$ cat src/spiral_setpoint_generator_assert.svh
// Assertion macros for the spiral setpoint generator.
`ifndef SPIRAL_SETPOINT_GENERATOR_ASSERT_SVH
`define SPIRAL_SETPOINT_GENERATOR_ASSERT_SVH

// same-cycle implication, sampled on clk, off during reset
`define SSG_ASSERT_IMPL(label, ante, cons, msg) \
    label: assert property (@(posedge clk) disable iff (!rst_n) (ante) |-> (cons)) \
        else $error(msg);

// next-cycle implication, sampled on clk, off during reset
`define SSG_ASSERT_NEXT(label, ante, cons, msg) \
    label: assert property (@(posedge clk) disable iff (!rst_n) (ante) |=> (cons)) \
        else $error(msg);

`endif

$ cat src/ssg_pkg.sv
// Shared types, constants and the quarter-wave sine table.
package ssg_pkg;

    localparam int PHASE_BITS = 32;
    localparam int SINE_DEPTH = 1024;
    localparam int IDX_W      = $clog2(SINE_DEPTH);
    localparam int QTR        = SINE_DEPTH / 4;
    localparam int QTR_W      = IDX_W - 2;

    localparam int POS_W  = 28;
    localparam int STEP_W = 24;
    localparam int OUT_W  = 29;
    localparam int MAG_W  = 31;
    localparam int ADDR_W = 5;
    localparam int DATA_W = 32;

    localparam longint SIN_ONE     = longint'(1) << 30;
    localparam longint HALF_PI_Q30 = 64'sd1686629713;
    localparam longint TAYLOR_DIV [6] = '{64'sd6, 64'sd20, 64'sd42, 64'sd72, 64'sd110, 64'sd156};

    typedef enum logic [2:0] {
        REG_HEIGHT_LOW   = 3'd0,
        REG_HEIGHT_HIGH  = 3'd1,
        REG_HEIGHT_STEP  = 3'd2,
        REG_RADIUS_STEP  = 3'd3,
        REG_RADIUS_START = 3'd4,
        REG_RADIUS_CAP   = 3'd5,
        REG_HEIGHT_CAP   = 3'd6,
        REG_PHASE_STEP   = 3'd7
    } reg_idx_t;

    typedef struct packed {
        logic [POS_W-1:0]  height_low;
        logic [POS_W-1:0]  height_high;
        logic [STEP_W-1:0] height_step;
        logic [STEP_W-1:0] radius_step;
        logic [POS_W-1:0]  radius_start;
        logic [POS_W-1:0]  radius_cap;
        logic [POS_W-1:0]  height_cap;
        logic [31:0]       phase_step;
    } ssg_cfg_t;

    localparam ssg_cfg_t CFG_RESET = '{
        height_low:   28'd13421773,
        height_high:  28'd41943040,
        height_step:  24'd9079,
        radius_step:  24'd6409,
        radius_start: 28'd16777216,
        radius_cap:   28'd46976205,
        height_cap:   28'd50331648,
        phase_step:   32'd6835505
    };

    localparam logic [POS_W-1:0] HEIGHT_RESET = 28'd13421773;
    localparam logic [POS_W-1:0] RADIUS_RESET = 28'd16777216;

    // one beat leaving the state update
    typedef struct packed {
        logic             valid;
        logic [POS_W-1:0] radius;
        logic [IDX_W-1:0] idx;
        logic [POS_W-1:0] z;
        logic             desc;
    } ssg_sample_t;

    typedef struct packed {
        logic s2_valid;
    } ssg_status_t;

    typedef logic [MAG_W-1:0] sine_rom_t [QTR];

    // sin of x (Q30 radians, first quadrant), Taylor to x^13, truncating divides
    function automatic longint sin_quadrant(input longint x);
        longint x2;
        longint term;
        longint sum;
        int     i;
        x2   = (x * x) >>> 30;
        term = x;
        sum  = x;
        for (i = 0; i < 6; i++) begin
            term = -(term * x2) / TAYLOR_DIV[i];
            term = term / SIN_ONE;
            sum  = sum + term;
        end
        if (sum < 0) begin
            sum = 0;
        end
        if (sum > SIN_ONE) begin
            sum = SIN_ONE;
        end
        return sum;
    endfunction

    function automatic sine_rom_t build_sine_rom();
        sine_rom_t rom;
        int        j;
        for (j = 0; j < QTR; j++) begin
            rom[j] = MAG_W'(sin_quadrant((longint'(j) * 4 * HALF_PI_Q30) / SINE_DEPTH));
        end
        return rom;
    endfunction

    localparam sine_rom_t        SINE_ROM  = build_sine_rom();
    localparam logic [MAG_W-1:0] SINE_PEAK = MAG_W'(sin_quadrant(HALF_PI_Q30));

endpackage

$ cat src/ssg_state.sv
// Height/radius/phase state update and the first pipeline register.
module ssg_state (
    input  logic                   clk,
    input  logic                   rst_n,
    input  ssg_pkg::ssg_cfg_t      cfg,
    input  logic                   in_valid,
    output logic                   in_stall,
    input  logic                   restart,
    output ssg_pkg::ssg_sample_t   s1,
    input  logic                   s1_ready
);
    import ssg_pkg::*;

    logic [POS_W-1:0]      height_reg, height_next;
    logic [POS_W-1:0]      radius_reg, radius_next;
    logic [PHASE_BITS-1:0] phase_reg, phase_next;
    logic                  down_reg, down_next;
    ssg_sample_t           s1_reg, s1_next;

    logic [POS_W-1:0]      h_cur, r_cur;
    logic [PHASE_BITS-1:0] ph_cur;
    logic                  dn_cur, dn_new, accept;

    // step up or down, floor at zero, then cap
    function automatic logic [POS_W-1:0] step_value(
        input logic [POS_W-1:0]  cur,
        input logic [STEP_W-1:0] step,
        input logic [POS_W-1:0]  cap,
        input logic              down
    );
        logic [POS_W:0]   up_sum;
        logic [POS_W-1:0] up_cap;
        logic [POS_W-1:0] dn_val;
        logic [POS_W-1:0] dn_cap;
        up_sum = {1'b0, cur} + (POS_W+1)'(step);
        up_cap = (up_sum > {1'b0, cap}) ? cap : up_sum[POS_W-1:0];
        dn_val = (cur > POS_W'(step)) ? (cur - POS_W'(step)) : '0;
        dn_cap = (dn_val > cap) ? cap : dn_val;
        return down ? dn_cap : up_cap;
    endfunction

    assign in_stall = s1_reg.valid && !s1_ready;
    assign accept   = in_valid && !in_stall;
    assign s1       = s1_reg;

    always_comb
    begin
        h_cur  = restart ? cfg.height_low : height_reg;
        r_cur  = restart ? cfg.radius_start : radius_reg;
        ph_cur = restart ? '0 : phase_reg;
        dn_cur = restart ? 1'b0 : down_reg;

        priority if (h_cur > cfg.height_high)
            dn_new = 1'b1;
        else if (h_cur < cfg.height_low)
            dn_new = 1'b0;
        else
            dn_new = dn_cur;

        height_next = height_reg;
        radius_next = radius_reg;
        phase_next  = phase_reg;
        down_next   = down_reg;
        s1_next     = s1_reg;
        if (accept)
        begin
            height_next   = step_value(h_cur, cfg.height_step, cfg.height_cap, dn_new);
            radius_next   = step_value(r_cur, cfg.radius_step, cfg.radius_cap, dn_new);
            phase_next    = ph_cur + cfg.phase_step[PHASE_BITS-1:0];
            down_next     = dn_new;
            s1_next.valid  = 1'b1;
            s1_next.radius = radius_next;
            s1_next.idx    = ph_cur[PHASE_BITS-1 -: IDX_W];
            s1_next.z      = height_next;
            s1_next.desc   = dn_new;
        end
        else if (s1_ready)
        begin
            s1_next.valid = 1'b0;
        end
    end

    always_ff @(posedge clk or negedge rst_n)
    begin
        if (!rst_n)
        begin
            height_reg <= HEIGHT_RESET;
            radius_reg <= RADIUS_RESET;
            phase_reg  <= '0;
            down_reg   <= 1'b0;
            s1_reg     <= '0;
        end
        else
        begin
            height_reg <= height_next;
            radius_reg <= radius_next;
            phase_reg  <= phase_next;
            down_reg   <= down_next;
            s1_reg     <= s1_next;
        end
    end

endmodule

$ cat config.mk
export PLATFORM = sky130hd
export DESIGN_NAME = ssg_state
export DESIGN_NICKNAME = d
export VERILOG_FILES = /design/src/spiral_setpoint_generator_assert.svh /design/src/ssg_pkg.sv /design/src/ssg_state.sv
export SDC_FILE = /design/constraint.sdc
export NUM_CORES = 1
export LEC_CHECK = 0
export ABC_AREA = 1
export CAP_MARGIN = 10
export CORE_MARGIN = 2
export CORE_UTILIZATION = 35
export DETAILED_ROUTE_END_ITERATION = 16
export DONT_BUFFER_PORTS = 1
export HOLD_SLACK_MARGIN = 0.08
export PLACE_DENSITY_LB_ADDON = 0.08
export SETUP_SLACK_MARGIN = 0.5
export SYNTH_ARGS = -nofsm -noshare
export SYNTH_HDL_FRONTEND = slang
export SYNTH_SLANG_ARGS = --single-unit
$ cat constraint.sdc
create_clock -name clk -period 7.4 [get_ports clk]
set_clock_uncertainty 0.1 [all_clocks]
set_input_delay 0.37 -clock clk [delete_from_list [all_inputs] [get_ports clk]]
set_output_delay 0.37 -clock clk [all_outputs]
set_load 0.01 [all_outputs]
-- Yosys cells after proc, flatten, opt, wreduce, memory -nomap -nowiden
Cells that the tools add are included.
W data, S select, Z words.
- add/sub/neg operators: 5
- $lt $le $gt $ge: 8
- multiplexer cells: 16
- reductions and logical operators: 5
- operator list (cell ; number):
    $mux W28 ; 10
    $gt A28 B28 Y1 ; 3
    $add A28 B24 Y29 ; 2
    $gt A29 B28 Y1 ; 2
    $gt A28 B24 Y1 ; 2
    $sub A28 B24 Y28 ; 2
    $add A32 B32 Y32 ; 1
    $mux W32 ; 1
    $lt A28 B28 Y1 ; 1
    $mux W1 ; 5
    $logic_and A1 B1 Y1 ; 2
    $logic_not A1 Y1 ; 2
    $reduce_bool A2 Y1 ; 1
- flip-flop bits (word level): 156
- input port bits: 225
- output and inout bits: 69

-- Logic depth before layout (Yosys ltp)
Gate-level depths: netlist of the first run.
- depth after elaboration: 6
- gate-level depth with buffers: 38
- mapped depth without buffers: 33

-- Worst setup path after synthesis of the first run
No wires, ideal clock.
- path kind: input port to flip-flop
- from: in restart
- to: reg radius_reg[26]
- setup time: 117 ps
- arrival: 4548 ps
- required time: 7183 ps
- setup slack: 2636 ps
- stages: 34
- buffers on the path: 8
- cell sequence: buf_6 > inv_8 > buf_6 > clkbuf_1 > clkbuf_1 > nand2_1 > nand2_1 > ha_1 > nand2_1 > inv_1 > a21oi_1 > nand2_1 > nand2_1 > nand3_1 > nand2_1 > nand2_1 > buf_4 > inv_2 > buf_2 > nor2_1 > ha_1 > a21o_1 > o21ai_0 > nand2_1 > a21oi_1 > nand2_1 > nand2_1 > buf_2 > clkbuf_1 > nor2_1 > a21oi_1 > a21oi_1 > nand2_1 > nand2_1
- cells in the longest elaborated chain, start to end: 6
- elaborated cells on any way between the ends: 16
- those cells by class: add/sub (2); order compare (5); mux (9)
- ends and longest elaborated chain (item ; RTL line ; source):
    start, declared ; ssg_state.sv:8 ; input logic restart,
    $mux W28 ; ssg_state.sv:49 ; r_cur = restart ? cfg.radius_start : radius_reg;
    $sub A28 B24 Y28 / $gt A28 B24 Y1 (equally long branches) ; ssg_state.sv:37 ; dn_val = (cur > POS_W'(step)) ? (cur - POS_W'(step)) : '0;
    $mux W28 ; ssg_state.sv:37 ;
    $gt A28 B28 Y1 ; ssg_state.sv:38 ; dn_cap = (dn_val > cap) ? cap : dn_val;
    $mux W28 ; ssg_state.sv:38 ;
    $mux W28 * ; ssg_state.sv:39 ; return down ? dn_cap : up_cap;
    end signal, assigned ; ssg_state.sv:96 ; radius_reg <= radius_next;
    end, declared ; ssg_state.sv:15 ; logic [POS_W-1:0] radius_reg, radius_next;
Mark *: on every way between the ends. The rest lies on a longest branch, timed or not.
A chain may end at the register's enable or synchronous reset.

-- Final worst setup path of the first run
- from: reg height_reg[1]
- to: reg height_reg[9]
- cells in the longest elaborated chain, start to end: 6
- elaborated cells on any way between the ends: 14
- those cells by class: add/sub (2); order compare (5); mux (7)
- ends and longest elaborated chain (item ; RTL line ; source):
    start, declared ; ssg_state.sv:14 ; logic [POS_W-1:0] height_reg, height_next;
    start signal, assigned ; ssg_state.sv:95 ; height_reg <= height_next;
    $mux W28 * ; ssg_state.sv:48 ; h_cur = restart ? cfg.height_low : height_reg;
    $sub A28 B24 Y28 / $gt A28 B24 Y1 (equally long branches) ; ssg_state.sv:37 ;
    $mux W28 ; ssg_state.sv:37 ;
    $gt A28 B28 Y1 ; ssg_state.sv:38 ;
    $mux W28 ; ssg_state.sv:38 ;
    $mux W28 * ; ssg_state.sv:39 ;
Marked as above.

==> run_results.csv, run 1 <==
group,metric,value,unit
die,dieWidth,253,um
timing,worst_slew_pin_slew,1.15,ns
critical_path,worstSetupPathType,"flop to flop",
cts,cts_hold_buf,61,
detailed_routing,viasPerCell,5.16,
pwr,p_leak,13.0,nW
critical_path,reg2reg_depth,29,
logic_synthesis,ys_seq_area_share,13.2,%
cts,cts_resized,0,
logic_synthesis,syn-mean-instance-area,5.95,um2
finish,finalNetCount,4150,
die,start_util,35.3,%
cts,cts_tree,"built",
critical_path,r2r_end,"height_reg[9]$_DFFE_PN0P_",
placement,dp_slack,1.34,ns
placement,dpl-instance-area,0.0220,mm2
timing,finalHoldViolCount,0,
pwr,cellPowerDensity,315,mW/mm2
timing,rsz0062_at_grt,"false",
critical_path,startpoint,"height_reg[1]$_DFFE_PN0P_",
cts,numCtsBuffers,17,
critical_path,path_max_fanout,29,
cts,cts_root_buf,"clkbuf_16",
logic_synthesis,synth_top_area_cell,"nand2_1",
timing,fin_crit_sh,79.9,%
logic_synthesis,synthesis.nets,4182,
placement,gp_congestion,0.980,
timing,tns,0,ns
timing,fmax,0.169,GHz
pwr,p_total,7.30,mW
timing,setup_ws,1.48,ns
critical_path,end_kind,"flop",
detailed_routing,drtPass1Iterations,6,
pwr,vdd_drop_max,220,uV
run_status,outcome,"complete, no violations",
detailed_routing,routedWlPerCell,20.6,um
cts,path_clk_slew,0.08,ns
critical_path,cp_common_cell,"nand2_1",
detailed_routing,drt_iter0_drc,1846,
global_route,grt_pass1_vias,21800,
critical_path,endpoint,"height_reg[9]$_DFFE_PN0P_",
critical_path,r2r_slack,1.48,ns
critical_path,worst_path_max_delay_cell,"o21ai_0",
timing,drv_slew,0,
global_route,grt_overflow_total,0,
die,io_pins,294,
cts,h-tree-depth,4,
global_route,grt_max_degree,115,
timing,relSlewSlack,22.8,%
detailed_routing,via_count,22800,
critical_path,critPathMaxStageDelay,0.58,ns
cts,clk_latency,0.50,ns
logic_synthesis,synth_top_area_share,19.7,%
cts,cts_buffer_depth,2,
detailed_routing,wl,90800,um
logic_synthesis,mappedNetlistArea,0.0217,mm2
cts,clock-sinks,114,
finish,utilization,37.7,%
logic_synthesis,yosys_register_bits,114,
critical_path,r2r-start,"height_reg[1]$_DFFE_PN0P_",
die,die_h,253,um
global_route,grt_pass1_wl,136000,um
placement,io_buffer_count,0,
finish,final_cell_area,0.0232,mm2
die,num_rows,91,
detailed_routing,drc_errors,0,
timing,setup_viol,0,
logic_synthesis,yosysUniqueCellTypes,59,
global_route,track_usage,28.1,%
cts,cts_setup_buffers,0,
die,core_region_area,0.0615,mm2
critical_path,worstPathRequired,7.71,ns
detailed_routing,antenna_left,0,
job,cap_violations,0,
die,die_area,0.0640,mm2
global_route,antenna_found_initial,3,
placement,dpl.hpwl,72300,um
timing,min_period,5.92,ns
finish,area_growth,6.81,%
critical_path,arrival,6.23,ns
finish,largest_reg_flops,32,
hold_path,hold_class,"input pin to flop",
logic_synthesis,yosys_warnings,0,
logic_synthesis,synth.area.top_cells,"nand2_1 20%, ha_1 18%, dfrtp_1 12%",
finish,post_route_cells_drive_above_1_share,5.02,%
logic_synthesis,syn_inst,3644,
critical_path,critical_path.startpoint_type,"flop",
per-layer routing:
metal / vias up / GRT usage, % / wire [um]
met3: 98 / 6.54 / 7250
met1: 10400 / 40.0 / 43500
li1: 11600 / - / -
met5: - / 0 / 13
met4: 2 / 6.41 / 1750
met2: 752 / 42.8 / 38300
cell families (layout without fill, tap and decap cells):
kind of cell / after synthesis / count (layout) / synth area share (%)
buf+inv: 710 / 691 / 14.2
simple gates: 1981 / 1981 / 39.8
fa+ha+maj: 313 / 313 / 18.2
flops: 114 / 114 / 13.2
other cells: 0 / 3 / 0
compound gates: 452 / 452 / 11.6
xor+xnor: 74 / 74 / 2.99
how the worst min path moves through the flow:
stage                  from                         end  slack, ns  depth (start not counted)
floorplan             rst_n        down_reg$_DFFE_PN0P_      -0.03                          0
global placement      rst_n  radius_reg[15]$_DFFE_PN0P_      -0.02                          0
detailed placement    rst_n  radius_reg[15]$_DFFE_PN0P_      -0.02                          0
CTS                 cfg[75]  radius_reg[15]$_DFFE_PN0P_       0.08                          6
global route        cfg[52]  height_reg[20]$_DFFE_PN0P_       0.11                          6
finish              cfg[75]  radius_reg[15]$_DFFE_PN0P_        0.1                          6
worst max-delay path, delay by kind of cell (launching register included):
family / cells / cell delay (ns)
buf+inv: 5 / 1.42
flops: 1 / 0.47
simple gates: 21 / 2.58
compound gates: 1 / 0.58
fa+ha+maj: 2 / 0.64
synthesized netlist by cell type (all sizes together):
cell,instances
a211oi,2
o31ai,3
ha,308
nand2,1156
nand3b,38
dfstp,14
a22oi,1
nand4,59
o211ai,2
o22ai,6
o221ai,1
o21bai,30
dfrtp,100
a21boi,7
nor2,334
nor3b,3
inv,566
o211a,1
a31oi,5
nor3,44
o21a,16
a21o,9
clkinv,2
and2,2
or2,10
a21oi,217
a221oi,1
buf,99
and3,2
xnor2,18
o21ai,151
nor4,10
nor4b,2
nand2b,1
fa,5
xor2,56
clkbuf,43
nand3,320
cell type report:
class                      instances  area, um2
fill                            7006      38300
multi-input combinational       2820      15700
sequential                       114       2870
inverter                         568       2140
tap                              790        988
timing repair buffer              91        853
clock buffer                      17        425
clock inverter                    15        134
antenna                            3       7.51
metrics by stage:
step	instances	hold slack (ns)
3_3_place_gp	4322	-0.0209
6_report	4418	0.0974
3_5_place_dp	4322	-0.0219
5_1_grt	4417	0.115
4_1_cts	4415	0.0804
2_1_floorplan	3644	-0.0256
power breakdown:
part	internal (mW)	leakage, nW	switching (mW)	total [mW]
combinational	1.67	11.3	3.51	5.18
sequential	0.905	1.38	0.355	1.26
clock	0.463	0.264	0.391	0.853
total	3.04	13.0	4.26	7.30
placed cells by master, fill, tap and decap left out, drive strengths merged, types with 44 or more instances in the layout:
| cell type | instances |
|---|---|
| a21oi | 217 |
| dfrtp | 100 |
| dlygate4sd3 | 60 |
| ha | 308 |
| inv | 571 |
| nand2 | 1156 |
| nand3 | 320 |
| nand4 | 59 |
| nor2 | 334 |
| nor3 | 44 |
| o21ai | 151 |
| xor2 | 56 |
No activity file was read; power rests on OpenSTA's default activity.
==> run 2, diff against run 1 <==
==> constraint.sdc (replaced) <==
create_clock -name clk -period 5.9 [get_ports clk]
set_clock_uncertainty 0.1 [all_clocks]
set_input_delay 0.295 -clock clk [delete_from_list [all_inputs] [get_ports clk]]
set_output_delay 0.295 -clock clk [all_outputs]
set_load 0.01 [all_outputs]
==> run_results.csv, run 2 (same netlist as run 1, synthesis figures left out) <==
group,metric,value,unit
critical_path,startpoint,"height_reg[0]$_DFFE_PN1P_",
hold_path,hold_class,"input pin to flop",
detailed_routing,routedWlPerCell,20.3,um
timing,min_period,5.04,ns
cts,path_clk_slew,0.06,ns
placement,dpl.hpwl,72700,um
placement,dpl-instance-area,0.0222,mm2
cts,clock-sinks,114,
cts,h-tree-depth,4,
global_route,grt_pass1_vias,22000,
global_route,grt_overflow_total,0,
finish,largest_reg_flops,32,
cts,cts_tree,"built",
cts,clk_latency,0.48,ns
hold_path,min_path_cells,6,
timing,drv_slew,0,
critical_path,worst_path_max_delay_cell,"dfstp_2",
critical_path,path_max_fanout,28,
cts,cts_buffer_depth,2,
timing,tns,0,ns
die,die_area,0.0640,mm2
critical_path,critPathMaxStageDelay,0.54,ns
finish,final_cell_mix,"1138 x nand2_1, 553 x inv_1, 327 x nor2_1",
critical_path,cp_common_cell,"nand2_1",
die,core_region_area,0.0615,mm2
critical_path,r2r_slack,0.86,ns
die,die_h,253,um
placement,io_buffer_count,0,
cts,numCtsBuffers,17,
critical_path,r2r-start,"height_reg[0]$_DFFE_PN1P_",
timing,worst_slew_pin_slew,1.01,ns
timing,fin_crit_sh,85.5,%
finish,final_cell_area,0.0234,mm2
detailed_routing,antenna_left,0,
pwr,p_leak,13.1,nW
die,num_rows,91,
finish,area_growth,8.06,%
global_route,track_usage,28.0,%
run_status,outcome,"complete, no violations",
critical_path,worstPathRequired,6.21,ns
critical_path,r2r_end,"s1[11]$_DFFE_PN0P_",
job,cap_violations,0,
timing,rsz0062_at_grt,"false",
hold_path,hold_start,"cfg[53]",
hold_path,min_to,"height_reg[21]$_DFFE_PN0P_",
timing,finalHoldViolCount,0,
pwr,vdd_drop_max,268,uV
timing,relSlewSlack,32.2,%
placement,gp_congestion,0.975,
timing,setup_viol,0,
detailed_routing,drc_errors,0,
critical_path,worstSetupPathType,"flop to flop",
pwr,cellPowerDensity,390,mW/mm2
die,dieWidth,253,um
cts,cts_root_buf,"clkbuf_16",
timing,fmax,0.198,GHz
detailed_routing,drtPass1Iterations,5,
die,start_util,35.3,%
global_route,grt_max_degree,115,
finish,layout_commonest_cell,"nand2_1",
critical_path,reg2reg_depth,32,
detailed_routing,via_count,22800,
detailed_routing,wl,90100,um
detailed_routing,viasPerCell,5.13,
detailed_routing,drt_iter0_drc,1637,
global_route,grt_pass1_wl,135000,um
global_route,antenna_found_initial,5,
critical_path,critical_path.startpoint_type,"flop",
die,io_pins,294,
critical_path,arrival,5.35,ns
finish,finalNetCount,4180,
critical_path,end_kind,"flop",
finish,post_route_cells_drive_above_1_share,5.85,%
## run 2: through the flow
stage	hold slack (ns)	setup slack, ns	std cells	utilization, %	total power [mW]
2_1_floorplan	-0.101	1.21	3644	-	6.19
3_3_place_gp	-0.0913	0.416	4348	36.1	8.00
3_5_place_dp	-0.0915	0.417	4348	36.1	7.95
4_1_cts	0.0820	0.650	4445	38.0	9.08
5_1_grt	0.128	0.456	4446	38.1	10.0
6_report	0.115	0.857	4446	38.1	9.14
## run 2: cell type report
type | instances | area [um2]
multi-input cells | 2820 | 15800
clock buffers | 17 | 425
flip-flops and latches | 114 | 2870
diodes | 1 | 2.50
fillers | 6940 | 38000
inverters | 568 | 2160
clock inverters | 15 | 109
repair buffers | 121 | 1120
well taps | 790 | 988
## run 2: how the worst max path moves through the flow
stage / to / cells past startpoint
3_3_place_gp: height_reg[24]$_DFFE_PN0P_ / 31
6_report: s1[11]$_DFFE_PN0P_ / 32
5_1_grt: height_reg[3]$_DFFE_PN1P_ / 32
2_1_floorplan: radius_reg[26]$_DFFE_PN0P_ / 34
4_1_cts: s1[16]$_DFFE_PN0P_ / 32
3_5_place_dp: height_reg[15]$_DFFE_PN1P_ / 32
## run 2: critical path: cells and delay by family, from the launching register on
kind                       cells  cell delay (ns)
buffers and inverters          6             0.89
AOI/OAI and AO/OA              3             0.40
DFF                            1             0.54
and+or+nand+nor               20             2.19
adders and majority gates      3             0.84
## run 2: power by group
part / switching (mW) / internal [mW] / leakage, nW
clock network: 0.466 / 0.536 / 0.260
registers: 0.447 / 1.14 / 1.38
logic: 4.39 / 2.17 / 11.5
total: 5.30 / 3.84 / 13.1
## run 2: repair_timing
action,4_1_cts,5_1_grt
setup endpoints to repair,0,70
buffers inserted,0,0
resized for setup,0,20
hold endpoints to repair,198,0
hold buffers,65,0
## run 2: layer usage
layer  wire [um]  GRT usage, %
met5          35             0
met4        2150          7.51
met3        6950          6.45
met2       38300          42.9
met1       42700          39.2
