`src/spiral_setpoint_generator_assert.svh`:
```
// Assertion macros for the spiral setpoint generator.
`ifndef SPIRAL_SETPOINT_GENERATOR_ASSERT_SVH
`define SPIRAL_SETPOINT_GENERATOR_ASSERT_SVH

// same-cycle implication, sampled on clk, off during reset
`define SSG_ASSERT_IMPL(label, ante, cons, msg) \
    label: assert property (@(posedge clk) disable iff (!rst_n) (ante) |-> (cons)) \
        else $error(msg);

// next-cycle implication, sampled on clk, off during reset
`define SSG_ASSERT_NEXT(label, ante, cons, msg) \
    label: assert property (@(posedge clk) disable iff (!rst_n) (ante) |=> (cons)) \
        else $error(msg);

`endif

```
`src/ssg_pkg.sv`:
```
// Shared types, constants and the quarter-wave sine table.
package ssg_pkg;

    localparam int PHASE_BITS = 32;
    localparam int SINE_DEPTH = 1024;
    localparam int IDX_W      = $clog2(SINE_DEPTH);
    localparam int QTR        = SINE_DEPTH / 4;
    localparam int QTR_W      = IDX_W - 2;

    localparam int POS_W  = 28;
    localparam int STEP_W = 24;
    localparam int OUT_W  = 29;
    localparam int MAG_W  = 31;
    localparam int ADDR_W = 5;
    localparam int DATA_W = 32;

    localparam longint SIN_ONE     = longint'(1) << 30;
    localparam longint HALF_PI_Q30 = 64'sd1686629713;
    localparam longint TAYLOR_DIV [6] = '{64'sd6, 64'sd20, 64'sd42, 64'sd72, 64'sd110, 64'sd156};

    typedef enum logic [2:0] {
        REG_HEIGHT_LOW   = 3'd0,
        REG_HEIGHT_HIGH  = 3'd1,
        REG_HEIGHT_STEP  = 3'd2,
        REG_RADIUS_STEP  = 3'd3,
        REG_RADIUS_START = 3'd4,
        REG_RADIUS_CAP   = 3'd5,
        REG_HEIGHT_CAP   = 3'd6,
        REG_PHASE_STEP   = 3'd7
    } reg_idx_t;

    typedef struct packed {
        logic [POS_W-1:0]  height_low;
        logic [POS_W-1:0]  height_high;
        logic [STEP_W-1:0] height_step;
        logic [STEP_W-1:0] radius_step;
        logic [POS_W-1:0]  radius_start;
        logic [POS_W-1:0]  radius_cap;
        logic [POS_W-1:0]  height_cap;
        logic [31:0]       phase_step;
    } ssg_cfg_t;

    localparam ssg_cfg_t CFG_RESET = '{
        height_low:   28'd13421773,
        height_high:  28'd41943040,
        height_step:  24'd9079,
        radius_step:  24'd6409,
        radius_start: 28'd16777216,
        radius_cap:   28'd46976205,
        height_cap:   28'd50331648,
        phase_step:   32'd6835505
    };

    localparam logic [POS_W-1:0] HEIGHT_RESET = 28'd13421773;
    localparam logic [POS_W-1:0] RADIUS_RESET = 28'd16777216;

    // one beat leaving the state update
    typedef struct packed {
        logic             valid;
        logic [POS_W-1:0] radius;
        logic [IDX_W-1:0] idx;
        logic [POS_W-1:0] z;
        logic             desc;
    } ssg_sample_t;

    typedef struct packed {
        logic s2_valid;
    } ssg_status_t;

    typedef logic [MAG_W-1:0] sine_rom_t [QTR];

    // sin of x (Q30 radians, first quadrant), Taylor to x^13, truncating divides
    function automatic longint sin_quadrant(input longint x);
        longint x2;
        longint term;
        longint sum;
        int     i;
        x2   = (x * x) >>> 30;
        term = x;
        sum  = x;
        for (i = 0; i < 6; i++) begin
            term = -(term * x2) / TAYLOR_DIV[i];
            term = term / SIN_ONE;
            sum  = sum + term;
        end
        if (sum < 0) begin
            sum = 0;
        end
        if (sum > SIN_ONE) begin
            sum = SIN_ONE;
        end
        return sum;
    endfunction

    function automatic sine_rom_t build_sine_rom();
        sine_rom_t rom;
        int        j;
        for (j = 0; j < QTR; j++) begin
            rom[j] = MAG_W'(sin_quadrant((longint'(j) * 4 * HALF_PI_Q30) / SINE_DEPTH));
        end
        return rom;
    endfunction

    localparam sine_rom_t        SINE_ROM  = build_sine_rom();
    localparam logic [MAG_W-1:0] SINE_PEAK = MAG_W'(sin_quadrant(HALF_PI_Q30));

endpackage

```
`src/ssg_regs.sv`:
```
// APB configuration registers.
module ssg_regs (
    input  logic                        clk,
    input  logic                        rst_n,
    input  logic                        psel,
    input  logic                        penable,
    input  logic                        pwrite,
    input  logic [ssg_pkg::ADDR_W-1:0]  paddr,
    input  logic [ssg_pkg::DATA_W-1:0]  pwdata,
    output logic [ssg_pkg::DATA_W-1:0]  prdata,
    output logic                        pready,
    output ssg_pkg::ssg_cfg_t           cfg
);
    import ssg_pkg::*;

    ssg_cfg_t cfg_reg;
    ssg_cfg_t cfg_next;
    reg_idx_t idx;
    logic     wr_en;

    assign idx    = reg_idx_t'(paddr[ADDR_W-1:2]);
    assign wr_en  = psel && penable && pwrite;
    assign pready = 1'b1;
    assign cfg    = cfg_reg;

    always_comb
    begin
        cfg_next = cfg_reg;
        if (wr_en)
        begin
            unique case (idx)
                REG_HEIGHT_LOW:   cfg_next.height_low   = pwdata[POS_W-1:0];
                REG_HEIGHT_HIGH:  cfg_next.height_high  = pwdata[POS_W-1:0];
                REG_HEIGHT_STEP:  cfg_next.height_step  = pwdata[STEP_W-1:0];
                REG_RADIUS_STEP:  cfg_next.radius_step  = pwdata[STEP_W-1:0];
                REG_RADIUS_START: cfg_next.radius_start = pwdata[POS_W-1:0];
                REG_RADIUS_CAP:   cfg_next.radius_cap   = pwdata[POS_W-1:0];
                REG_HEIGHT_CAP:   cfg_next.height_cap   = pwdata[POS_W-1:0];
                REG_PHASE_STEP:   cfg_next.phase_step   = pwdata[31:0];
            endcase
        end
    end

    always_comb
    begin
        unique case (idx)
            REG_HEIGHT_LOW:   prdata = DATA_W'(cfg_reg.height_low);
            REG_HEIGHT_HIGH:  prdata = DATA_W'(cfg_reg.height_high);
            REG_HEIGHT_STEP:  prdata = DATA_W'(cfg_reg.height_step);
            REG_RADIUS_STEP:  prdata = DATA_W'(cfg_reg.radius_step);
            REG_RADIUS_START: prdata = DATA_W'(cfg_reg.radius_start);
            REG_RADIUS_CAP:   prdata = DATA_W'(cfg_reg.radius_cap);
            REG_HEIGHT_CAP:   prdata = DATA_W'(cfg_reg.height_cap);
            REG_PHASE_STEP:   prdata = DATA_W'(cfg_reg.phase_step);
        endcase
    end

    always_ff @(posedge clk or negedge rst_n)
    begin
        if (!rst_n)
        begin
            cfg_reg <= CFG_RESET;
        end
        else
        begin
            cfg_reg <= cfg_next;
        end
    end

endmodule

```
`config.mk`:
```
export PLATFORM = sky130hd
export DESIGN_NAME = ssg_regs
export DESIGN_NICKNAME = d
export VERILOG_FILES = /design/src/spiral_setpoint_generator_assert.svh /design/src/ssg_pkg.sv /design/src/ssg_regs.sv
export SDC_FILE = /design/constraint.sdc
export NUM_CORES = 1
export LEC_CHECK = 0
export BUFFER_PORTS_ARGS = -buffer_cell sky130_fd_sc_hd__buf_2
export CAP_MARGIN = 20
export CORE_MARGIN = 4
export CORE_UTILIZATION = 56
export DETAILED_ROUTE_END_ITERATION = 12
export GPL_TIMING_DRIVEN = 0
export HOLD_SLACK_MARGIN = 0.02
export PLACE_DENSITY = 0.86
export SYNTH_ARGS = -nofsm -noshare
export SYNTH_HDL_FRONTEND = slang
export SYNTH_SLANG_ARGS = --single-unit
```
`constraint.sdc`:
```
create_clock -name clk -period 2 [get_ports clk]
set_input_delay 0.1 -clock clk [delete_from_list [all_inputs] [get_ports clk]]
set_output_delay 0.1 -clock clk [all_outputs]
set_load 0.01 [all_outputs]
```
# After elaboration in Yosys (flattened, before gate mapping)
# Index checks and enable logic that the tools add are counted.
dict set report word_totals {
  register_bits 220
  inputBits 42
  out_inout_bits 253
  elab_cells 27
}
dict set report classes {
  eq_ne 7
  n_mux 1
  reduce_logical 11
}
# operator n
set op_table {}
lappend op_table {{$pmux 32 s8} 1}
lappend op_table {{$reduce_and 2->1} 8}
lappend op_table {{$eq 3x3->1 const B} 4}
lappend op_table {{$eq 3x2->1 const B} 2}
lappend op_table {{$eq 3x1->1 const B} 1}
lappend op_table {{$logic_not 3->1} 1}
lappend op_table {{$logic_and 1x1->1} 2}

# Logic depth before layout (Yosys ltp)
# Gate-level depths: netlist of the first run.
dict set report depth {
  ltp_word 3
  depth_mapped 7
  depth_no_buf 4
}

# Worst setup path before layout of the first run
# Ideal clock, no wire load.
dict set report synth_timing {
  path_type {in2reg}
  from {input port paddr[4] (netlist bit)}
  to {register cfg_reg, in the netlist cfg[171]}
  setup_time_ns 0.125
  t_arrival_ns 1.422
  required_time_ns 1.875
  setup_slack_ns 0.453
  path_stages 6
  path_buffers 3
  cell_sequence {buf_2 nand2b_1 clkbuf_1 nor2_2 buf_4 mux2_2}
}
dict set report synth_via {
  elab_chain_cells 2
}
# item line_no
set synth_lines {}
lappend synth_lines {{from (decl)} ssg_regs.sv:8} ;# input logic [ssg_pkg::ADDR_W-1:0] paddr,
lappend synth_lines {{$eq 3x1->1} ssg_regs.sv:31} ;# unique case (idx)
lappend synth_lines {{$reduce_and 2->1 (no line)} n/a}
lappend synth_lines {{to (signal assigned)} ssg_regs.sv:66} ;# cfg_reg <= cfg_next;
lappend synth_lines {{to (decl)} ssg_regs.sv:16} ;# ssg_cfg_t cfg_reg;
# No other way between the ends.
# A chain may end at the register's enable or synchronous reset.

# Worst setup path in the final report of the first run
dict set report layout_timing {
  from {input port paddr[4] (netlist bit)}
  to {output port prdata[7] (netlist bit)}
}
dict set report layout_via {
  elab_chain_cells 2
  word_cells_on_any_way 9
  cone_classes {7 x eq/ne; 1 x mux; 1 x reduce/logical}
}
# item line_no
set layout_lines {}
lappend layout_lines {{$eq 3x3->1, or another cell as far along} ssg_regs.sv:46} ;# unique case (idx)
lappend layout_lines {{$pmux 32 s8 (*)} ssg_regs.sv:46}
lappend layout_lines {{to (decl)} ssg_regs.sv:10} ;# output logic [ssg_pkg::DATA_W-1:0] prdata,
# Every way passes the cells marked *; elsewhere a longest branch is shown, timed or not.

==> flow_summary_export.csv, run 1 <==
group,metric,value,unit
floorplanning,die_area,0.0201,mm²
pwr,leakage,6.46,nW
synthesis,synthArstFlopShare,1.00,
floorplanning,ios,295,
synthesis,ys_types,35,
synthesis,yosysWarningCount,0,
global_routing,antenna_found_initial,2,
status,status,"finished, final reports clean",
synthesis,syn_inst,718,
sta,maxSlewHeadroom,0.391,
sta,period_needed,2.00,ns
clock_tree,tritoncts,"yes",
sta,grt_setup_unrepaired,"true",
synthesis,syn_area_per_cell,13.9,µm²
synthesis,synth_top_area_frac,0.410,
worst_hold_path,hold_class,"in -> reg",
sta,hold_viol,0,
sta,drv_slew,0,
clock_tree,clock_latency,0.51,ns
detailed_routing,drc_errors,0,
global_routing,overflow,0,
sta,fin_setup_tns,0,ns
sta,fin_ws,0.00261,ns
run,maxCapViolations,0,
detailed_routing,antenna_left,0,
global_routing,grt_pass1_wl,51100,µm
sta,skew,0,ns
worst_setup_path,critical_path_class,"in -> out",
placed_design,gp_congestion,0.875,
synthesis,synth_top_cells_by_area,"dfrtp_1, mux2_2, dfstp_2",
sta,worst_hold_slack,0.146,ns
finish,largest_reg_flops,220,
worst_setup_path,end_kind,"output pin",
worst_setup_path,startpoint_type,"input pin",
clock_tree,cts_root_buffer,"clkbuf_16",
sta,setup_viol,0,
pwr,vdd_drop_max,0.891,mV
synthesis,syn_area,0.0100,mm²
clock_tree,cts.sinks,220,
finish,final_layout_size_suffix_gt1_frac,0.602,
synthesis,synth_top_area_cell,"dfrtp_1",
detailed_routing,wl_per_cell,26.1,µm
detailed_routing,vias,8050,
placed_design,io_buffers,288,
sta,max_slew.worst_pin.slew,0.914,ns
sta,finalCritPeriodShare,0.999,
clock_tree,numCtsBuffers,23,
pwr,power,13.9,mW
placed_design,post-place-ws,-0.281,ns
detailed_routing,firstDrtPassIters,5,
floorplanning,rows,48,
worst_setup_path,worst_ep_arrival_time,1.90,ns
clock_tree,post_cts_buffers,0,
detailed_routing,initialDrtViolationCount,481,
synthesis,synth-edff-count,0,
worst_setup_path,reg2reg_slack,1.17,ns
detailed_routing,vias_per_cell,6.15,
synthesis,synth.net_count,760,
finish,area_growth_syn_to_layout,28.7,%
floorplanning,core,0.0174,mm²
floorplanning,die_w,142,µm
sta,fmax,0.501,GHz
synthesis,ys.flop_type,"dfrtp_1",
synthesis,ys_ff_latch,220,
synthesis,synth_common_cells,"mux2_2, dfrtp_1, mux2i_1",
placed_design,place_inst,1232,
worst_setup_path,worstPathRequired,1.90,ns
global_routing,grt_use_total,0.335,
global_routing,grt_max_degree,113,
placed_design,place_hpwl,22800,µm
clock_tree,clk_pin_slew,0.06,ns
synthesis,seq_area_frac_synth,0.557,
floorplanning,die_h,142,µm
finish,final_cells,1309,
worst_setup_path,path_max_fanout,10,
finish,nets,1106,
clock_tree,cts_buffer_depth,3,
clock_tree,h-tree-depth,1,
detailed_routing,route.final.wire_length,34100,µm
global_routing,grt_pass1_vias,8257,
floorplanning,start_util,0.575,
synthesis,synth.most_common_cell,"mux2_2",
pwr,power_density,1080,mW/mm²
worst paths after layout:
kind | startpoint | cells past startpoint | end
max in group asynchronous | rst_n | 3 | cfg[124]
hold reg to reg | cfg[38] | 1 | cfg[38]
setup reg to reg | cfg[2] | 1 | cfg[2]
setup / recovery | paddr[4] | 5 | prdata[7]
hold / removal | paddr[2] | 3 | cfg[142]
min in group asynchronous | rst_n | 2 | cfg[31]
layer usage:
layer | up-vias | routed length (µm) | track usage
li1 | 3352 | - | -
met1 | 4103 | 13000 | 0.431
met2 | 493 | 16100 | 0.544
met3 | 102 | 3430 | 0.0853
met4 | 0 | 1570 | 0.140
met5 | - | 0 | 0
metrics by stage:
stage          utilization  cell area [µm²]
6_report             0.739            12900
5_1_grt              0.739            12900
4_1_cts              0.739            12900
3_5_place_dp         0.676            11800
3_3_place_gp         0.673            11700
2_1_floorplan            -            10000
critical path: stages:
cell	delay, ns
buf_2	0.18
or3_1	0.66
clkdlybuf4s15_2	0.50
o22a_1	0.31
buf_2	0.14
placed cells by master, fill, tap and decap left out, drive strengths merged:
master         count
o21bai             3
buf              325
clkinv             5
bufinv             1
inv                4
o2bb2ai            4
and2               1
nand4b             1
mux2             218
conb               1
or3                2
nor2b              1
nand2              8
diode              3
a31oi              1
nor3               2
clkinvlp           3
nor2              35
clkdlybuf4s15      2
a211oi            23
nand2b             5
o22ai             23
clkbuf            42
nand3b             1
a21oi              7
nand4              1
dfrtp            164
and3               4
mux2i             73
dlygate4sd3       33
o22a              26
dfstp             56
a22oi              1
o21ai              4
a211o              1
where the power goes:
part           switching [mW]  internal [mW]
Clock                    1.82           2.41
Sequential              0.724           5.49
Combinational            1.77           1.65
timing repair:
item,4_1_cts,5_1_grt
hold endpoints to repair,302,0
gates resized for setup,14,8
setup endpoints to repair,28,15
hold buffers,33,0
pin swaps,0,0
area by class of cell:
| type | count | area [µm²] |
|---|---|---|
| antenna | 3 | 7.51 |
| timing repair buffer | 322 | 1810 |
| buffer | 48 | 278 |
| clock inverter | 10 | 90.1 |
| sequential | 220 | 5580 |
| fill | 1151 | 4540 |
| tap | 225 | 282 |
| inverter | 3 | 11.3 |
| multi-input combinational | 446 | 4170 |
| clock buffer | 32 | 649 |
logic make-up (layout without fill, tap and decap cells):
logic type | after synthesis | count (layout) | synth area share
DFF | 220 | 220 | 0.557
muxes | 291 | 291 | 0.318
and+or+nand+nor | 61 | 61 | 0.0303
buffers and inverters | 52 | 415 | 0.0260
other | 1 | 4 | 0.000375
AOI/OAI and AO/OA | 93 | 93 | 0.0679
Note: power is estimated with default switching activity, not from simulation.
==> inputs of run 2 (changes only) <==
--- a/config.mk
+++ b/config.mk
@@ -13,6 +13,8 @@
 export GPL_TIMING_DRIVEN = 0
 export HOLD_SLACK_MARGIN = 0.02
 export PLACE_DENSITY = 0.86
+export RECOVER_POWER = 100
+export SETUP_SLACK_MARGIN = 0.05
 export SYNTH_ARGS = -nofsm -noshare
 export SYNTH_HDL_FRONTEND = slang
 export SYNTH_SLANG_ARGS = --single-unit
==> run 2 against run 1 <==
- die area did not move
- clock-buffer cell count did not move
- final area fell by 2.4%
- highest routed layer unchanged
==> flow_summary_export.csv, run 2 (synthesis gave the netlist of run 1 again) <==
group,metric,value,unit
worst_setup_path,rr_endpoint,"cfg[2]",
detailed_routing,wl_per_cell,26.1,µm
worst_setup_path,worstPathRequired,2.38,ns
status,status,"finished, final reports clean",
clock_tree,cts_buffer_depth,3,
worst_setup_path,reg2reg_depth,1,
worst_setup_path,worst_path_dominant_cell_family,"buffers and inverters",
global_routing,antenna_found_initial,2,
sta,max_slew.worst_pin.slew,1.07,ns
pwr,seq_power_share,0.455,
clock_tree,tritoncts,"yes",
worst_setup_path,slowest_delay,0.67,ns
pwr,share_comb_of_total_power,0.235,
detailed_routing,drc_errors,0,
sta,hold_viol,0,
clock_tree,post_cts_buffers,0,
pwr,switchingPower,4.35,mW
worst_setup_path,startpoint_type,"input pin",
sta,drv_slew,0,
floorplanning,ios,295,
pwr,power_frac_clock,0.311,
finish,final_layout_size_suffix_gt1_frac,0.370,
floorplanning,die_h,142,µm
sta,period_needed,1.95,ns
clock_tree,numCtsBuffers,23,
floorplanning,die_w,142,µm
detailed_routing,antenna_left,0,
placed_design,io_buffers,288,
pwr,power_density,1090,mW/mm²
global_routing,grt_pass1_wl,51100,µm
placed_design,place_hpwl,22800,µm
detailed_routing,vias,7994,
worst_setup_path,cpMaxStageDelayCell,"nor2_1",
pwr,internal_power,9.29,mW
placed_design,gp_congestion,0.875,
worst_setup_path,path_max_fanout,10,
worst_setup_path,path_buf_inv,3,
pwr,power,13.6,mW
worst_setup_path,reg2reg_slack,1.13,ns
floorplanning,die_area,0.0201,mm²
sta,maxSlewHeadroom,0.286,
finish,final_util,0.722,
detailed_routing,route.final.wire_length,34100,µm
global_routing,grt_pass1_vias,8257,
worst_hold_path,min_to,"cfg[142]",
global_routing,grt_max_degree,113,
clock_tree,clk_pin_slew,0.06,ns
clock_tree,clock_latency,0.51,ns
pwr,leakage,5.67,nW
finish,area_growth_syn_to_layout,25.6,%
clock_tree,cts_root_buffer,"clkbuf_16",
worst_hold_path,min_from,"paddr[2]",
sta,setup_viol,0,
finish,nets,1106,
run,maxCapViolations,0,
pwr,vdd_drop_max,0.888,mV
global_routing,grt_use_total,0.335,
finish,final_common_cell,"clkbuf_1",
pwr,p_sw_frac,0.319,
worst_setup_path,worst_ep_arrival_time,2.33,ns
clock_tree,h-tree-depth,1,
detailed_routing,initialDrtViolationCount,483,
finish,largest_reg_flops,220,
clock_tree,cts.sinks,220,
placed_design,place_area,0.0118,mm²
sta,skew,0,ns
sta,fmax,0.513,GHz
worst_hold_path,hold_class,"in -> reg",
worst_setup_path,critical_path_class,"in -> reg",
worst_setup_path,r2r_start,"cfg[2]",
detailed_routing,vias_per_cell,6.11,
floorplanning,start_util,0.575,
sta,grt_setup_unrepaired,"false",
floorplanning,core,0.0174,mm²
sta,finalCritPeriodShare,0.975,
finish,layout_common_cells,"clkbuf_1, mux2_2, dfrtp_1",
worst_hold_path,hold_path_depth,3,
finish,final_cell_area,0.0126,mm²
worst_setup_path,end_kind,"register",
worst_setup_path,crit_chain,"buf_2 > nand2_1 > buf_2 > nor2_1 > clkbuf_1 > mux2_2",
worst_setup_path,cp_common_cell,"buf_2",
global_routing,overflow,0,
floorplanning,rows,48,
detailed_routing,firstDrtPassIters,5,
[run 2: how the worst max path moves through the flow]
stage	from	to	slack (ns)	cells after the start
5_1_grt	paddr[4]	cfg[25]	0.03	6
4_1_cts	paddr[3]	prdata[16]	0.06	6
3_3_place_gp	rst_n	cfg[100]	-2.83	1
6_report	paddr[4]	cfg[24]	0.05	6
2_1_floorplan	paddr[4]	cfg[171]	0.45	6
3_5_place_dp	paddr[4]	cfg[20]	-0.28	6
[run 2: metrics by stage]
stage	hold slack (ns)	setup slack, ns	TNS [ns]	cells
after floorplan	-0.196	0.453	0	718
after global placement	0.337	-2.83	-560.75	1231
after detailed placement	0.215	-0.281	-15.55	1232
after CTS	0.121	0.0576	0	1306
after global routing	0.154	0.0323	0	1308
final	0.158	0.0500	0	1309
[run 2: layout make-up]
cell class                      instances  area (µm²)
Buffer                                 48         250
Fill cell                            1292        4850
Antenna cell                            3        7.51
Timing Repair Buffer                  322        1550
Clock buffer                           32         649
Tap cell                              225         282
Inverter                                3        11.3
Clock inverter                         10        90.1
Multi-Input combinational cell        446        4160
Sequential cell                       220        5580
[run 2: power by group through the flow]
stage,logic [mW],registers [mW],clock network [mW]
finish,3.20,6.20,4.24
detailed placement,3.35,6.25,0
global placement,3.25,6.20,0
CTS,3.42,6.19,4.25
global route,3.43,6.31,4.47
floorplan,1.35,6.56,0
[run 2: routing by layer]
metal / vias up / wire (µm) / share of wire / GRT usage
li1: 3356 / - / - / -
met1: 4035 / 13100 / 0.38 / 0.430
met2: 502 / 16100 / 0.47 / 0.546
met3: 101 / 3530 / 0.10 / 0.0893
met4: 0 / 1430 / 0.042 / 0.134
met5: - / 0 / 0 / 0
[run 2: what timing repair did]
| item | 4_1_cts | 5_1_grt |
|---|---|---|
| pin swaps | 0 | 0 |
| setup endpoints to repair | 32 | 21 |
| resized for setup | 17 | 13 |
| hold buffers | 33 | 0 |
| hold endpoints to repair | 302 | 0 |
==> inputs of run 3 (changes only) <==
--- a/config.mk
+++ b/config.mk
@@ -8,11 +8,11 @@
 export BUFFER_PORTS_ARGS = -buffer_cell sky130_fd_sc_hd__buf_2
 export CAP_MARGIN = 20
 export CORE_MARGIN = 4
-export CORE_UTILIZATION = 56
+export CORE_UTILIZATION = 52
 export DETAILED_ROUTE_END_ITERATION = 12
 export GPL_TIMING_DRIVEN = 0
 export HOLD_SLACK_MARGIN = 0.02
-export PLACE_DENSITY = 0.86
+export PLACE_DENSITY = 0.8
 export RECOVER_POWER = 100
 export SETUP_SLACK_MARGIN = 0.05
 export SYNTH_ARGS = -nofsm -noshare
==> constraint.sdc (replaced) <==
create_clock -name clk -period 2.1 [get_ports clk]
set_input_delay 0.105 -clock clk [delete_from_list [all_inputs] [get_ports clk]]
set_output_delay 0.105 -clock clk [all_outputs]
set_load 0.01 [all_outputs]
==> run 3 against run 2 <==
- sequential share of layout area about the same
- wire length down 2.2%
- clock skew unchanged
- die area increased by 7.2%
- flip-flop and latch count unchanged
- combinational power down 5%
- clock-buffer cell count grew 6
- clock power shrank 8.5%
- register-to-register slack improved by 0.16 ns
==> flow_summary_export.csv, run 3 (synthesis gave the netlist of run 1 again) <==
group,metric,value,unit
status,status,"finished, final reports clean",
worst_hold_path,hold_class,"in -> reg",
worst_setup_path,worstPathRequired,2.48,ns
sta,fin_setup_tns,0,ns
detailed_routing,vias,7722,
clock_tree,h-tree-depth,1,
finish,final_common_cell,"clkbuf_1",
worst_hold_path,min_from,"paddr[2]",
pwr,share_comb_of_total_power,0.236,
sta,drv_slew,0,
detailed_routing,antenna_left,0,
placed_design,io_buffers,288,
placed_design,gp_congestion,0.802,
pwr,power_frac_clock,0.304,
finish,multi_input_area,0.00415,mm²
sta,period_needed,2.02,ns
placed_design,place_inst,1268,
pwr,switchingPower,3.98,mW
detailed_routing,routed.top_layer,"met4",
detailed_routing,wl_per_cell,24.9,µm
global_routing,grt_pass1_wl,50500,µm
worst_hold_path,hold_path_depth,3,
placed_design,place_hpwl,22600,µm
worst_setup_path,crit_chain,"buf_2 > nand4b_1 > nor2_1 > clkbuf_2 > mux2_2",
global_routing,grt_use_total,0.305,
finish,layout_common_cells,"clkbuf_1, mux2_2, dfrtp_1",
global_routing,grt_max_degree,102,
detailed_routing,route.final.wire_length,33400,µm
global_routing,overflow,0,
finish,final_cells,1341,
detailed_routing,vias_per_cell,5.76,
sta,skew,0,ns
detailed_routing,drc_errors,0,
worst_setup_path,reg2reg_slack,1.29,ns
detailed_routing,initialDrtViolationCount,372,
worst_setup_path,end_kind,"register",
sta,fmax,0.495,GHz
finish,final.fill_count,1503,
worst_setup_path,slowest_delay,0.95,ns
clock_tree,cts_root_buffer,"clkbuf_16",
finish,diodes,0,
detailed_routing,met1_length,13700,µm
sta,hold_viol,0,
clock_tree,tritoncts,"yes",
clock_tree,numCtsBuffers,23,
finish,largest_reg_flops,220,
worst_setup_path,reg2reg_depth,1,
detailed_routing,firstDrtPassIters,4,
clock_tree,cts.sinks,220,
worst_setup_path,critical_path_class,"in -> reg",
clock_tree,post_cts_buffers,0,
floorplanning,ios,295,
finish,area_growth_syn_to_layout,25.6,%
sta,finalCritPeriodShare,0.962,
pwr,leakage,5.63,nW
floorplanning,start_util,0.531,
finish,final_layout_size_suffix_gt1_frac,0.362,
worst_setup_path,startpoint_type,"input pin",
sta,setup_viol,0,
placed_design,post-place-ws,-0.332,ns
pwr,seq_power_share,0.460,
floorplanning,core,0.0188,mm²
pwr,power,12.8,mW
floorplanning,die_h,147,µm
worst_setup_path,worst_ep_arrival_time,2.40,ns
pwr,p_sw_frac,0.311,
floorplanning,die_area,0.0215,mm²
clock_tree,clk_pin_slew,0.06,ns
floorplanning,rows,50,
detailed_routing,wl_met3,2820,µm
clock_tree,cts_buffer_depth,3,
finish,nets,1107,
sta,maxSlewHeadroom,0.211,
worst_hold_path,min_to,"cfg[163]",
global_routing,antenna_found_initial,0,
detailed_routing,wl_met2,15900,µm
worst_setup_path,cpMaxStageDelayCell,"nor2_1",
placed_design,place_area,0.0118,mm²
finish,final_cell_area,0.0126,mm²
worst_setup_path,rr_endpoint,"cfg[46]",
worst_setup_path,r2r_start,"cfg[46]",
global_routing,grt_pass1_vias,8201,
clock_tree,clock_latency,0.49,ns
pwr,vdd_drop_max,0.944,mV
sta,grt_setup_unrepaired,"true",
pwr,internal_power,8.82,mW
worst_setup_path,path_max_fanout,10,
pwr,power_density,1020,mW/mm²
finish,regArea,0.00558,mm²
sta,max_slew.worst_pin.slew,1.18,ns
sta,fin_ws,0.0789,ns
floorplanning,die_w,147,µm
run,maxCapViolations,0,
-- run 3: cell count changes in the layout (fill, tap and decap cells not counted), moves of 3 or more --
cell and delta:
clkbuf_1 +15, buf_2 -7, dfstp_1 -6, dfstp_2 +6
clkbuf_4 -4, clkbuf_2 -3, clkbuf_8 +3, clkinvlp_4 -3
diode_2 -3
-- run 3: area by class of cell --
type / instances / area share
clock inverter: 3 / 0.00119
tap: 260 / 0.0259
buffer: 48 / 0.0196
clock buffer: 38 / 0.0558
inverter: 3 / 0.000896
multi-input combinational: 446 / 0.330
sequential: 220 / 0.443
timing repair buffer: 323 / 0.123
-- run 3: worst max-delay path by stage --
stage                       to  startpoint
detailed placement  prdata[26]    paddr[2]
global route           cfg[19]       rst_n
floorplan             cfg[171]    paddr[4]
global placement      cfg[135]       rst_n
CTS                  prdata[8]    paddr[3]
finish                 cfg[73]    paddr[3]
-- run 3: critical path, delay by kind of cell --
family                 cells  cell delay (ns)
buffers and inverters      2             0.67
multiplexers               1             0.38
AND/OR/NAND/NOR            2             1.24
-- run 3: routing by layer --
metal  global-route usage  up-vias
met1                0.402     3935
met4               0.0960        0
met2                0.500      373
met3               0.0780       62
met5                    0        -
li1                     -     3352
-- run 3: power groups by stage --
stage	sequential (mW)	clock [mW]	combinational, mW
5_1_grt	6.00	4.15	3.26
3_5_place_dp	5.93	0	3.20
6_report	5.88	3.88	3.03
4_1_cts	5.87	3.94	3.27
3_3_place_gp	5.88	0	3.12
2_1_floorplan	6.24	0	1.28
-- run 3: metrics by stage --
stage                      util  hold slack, ns
after floorplan               -          -0.191
after global placement    0.625           0.338
after detailed placement  0.629         0.00322
after CTS                 0.686          0.0726
after global routing      0.668           0.196
final                     0.668           0.195
-- run 3: what timing repair did --
action,CTS,global route
hold buffers,33,0
endpoints found under the hold margin,334,0
resized for setup,11,5
endpoints found under the setup margin,31,25
pin swaps,0,0
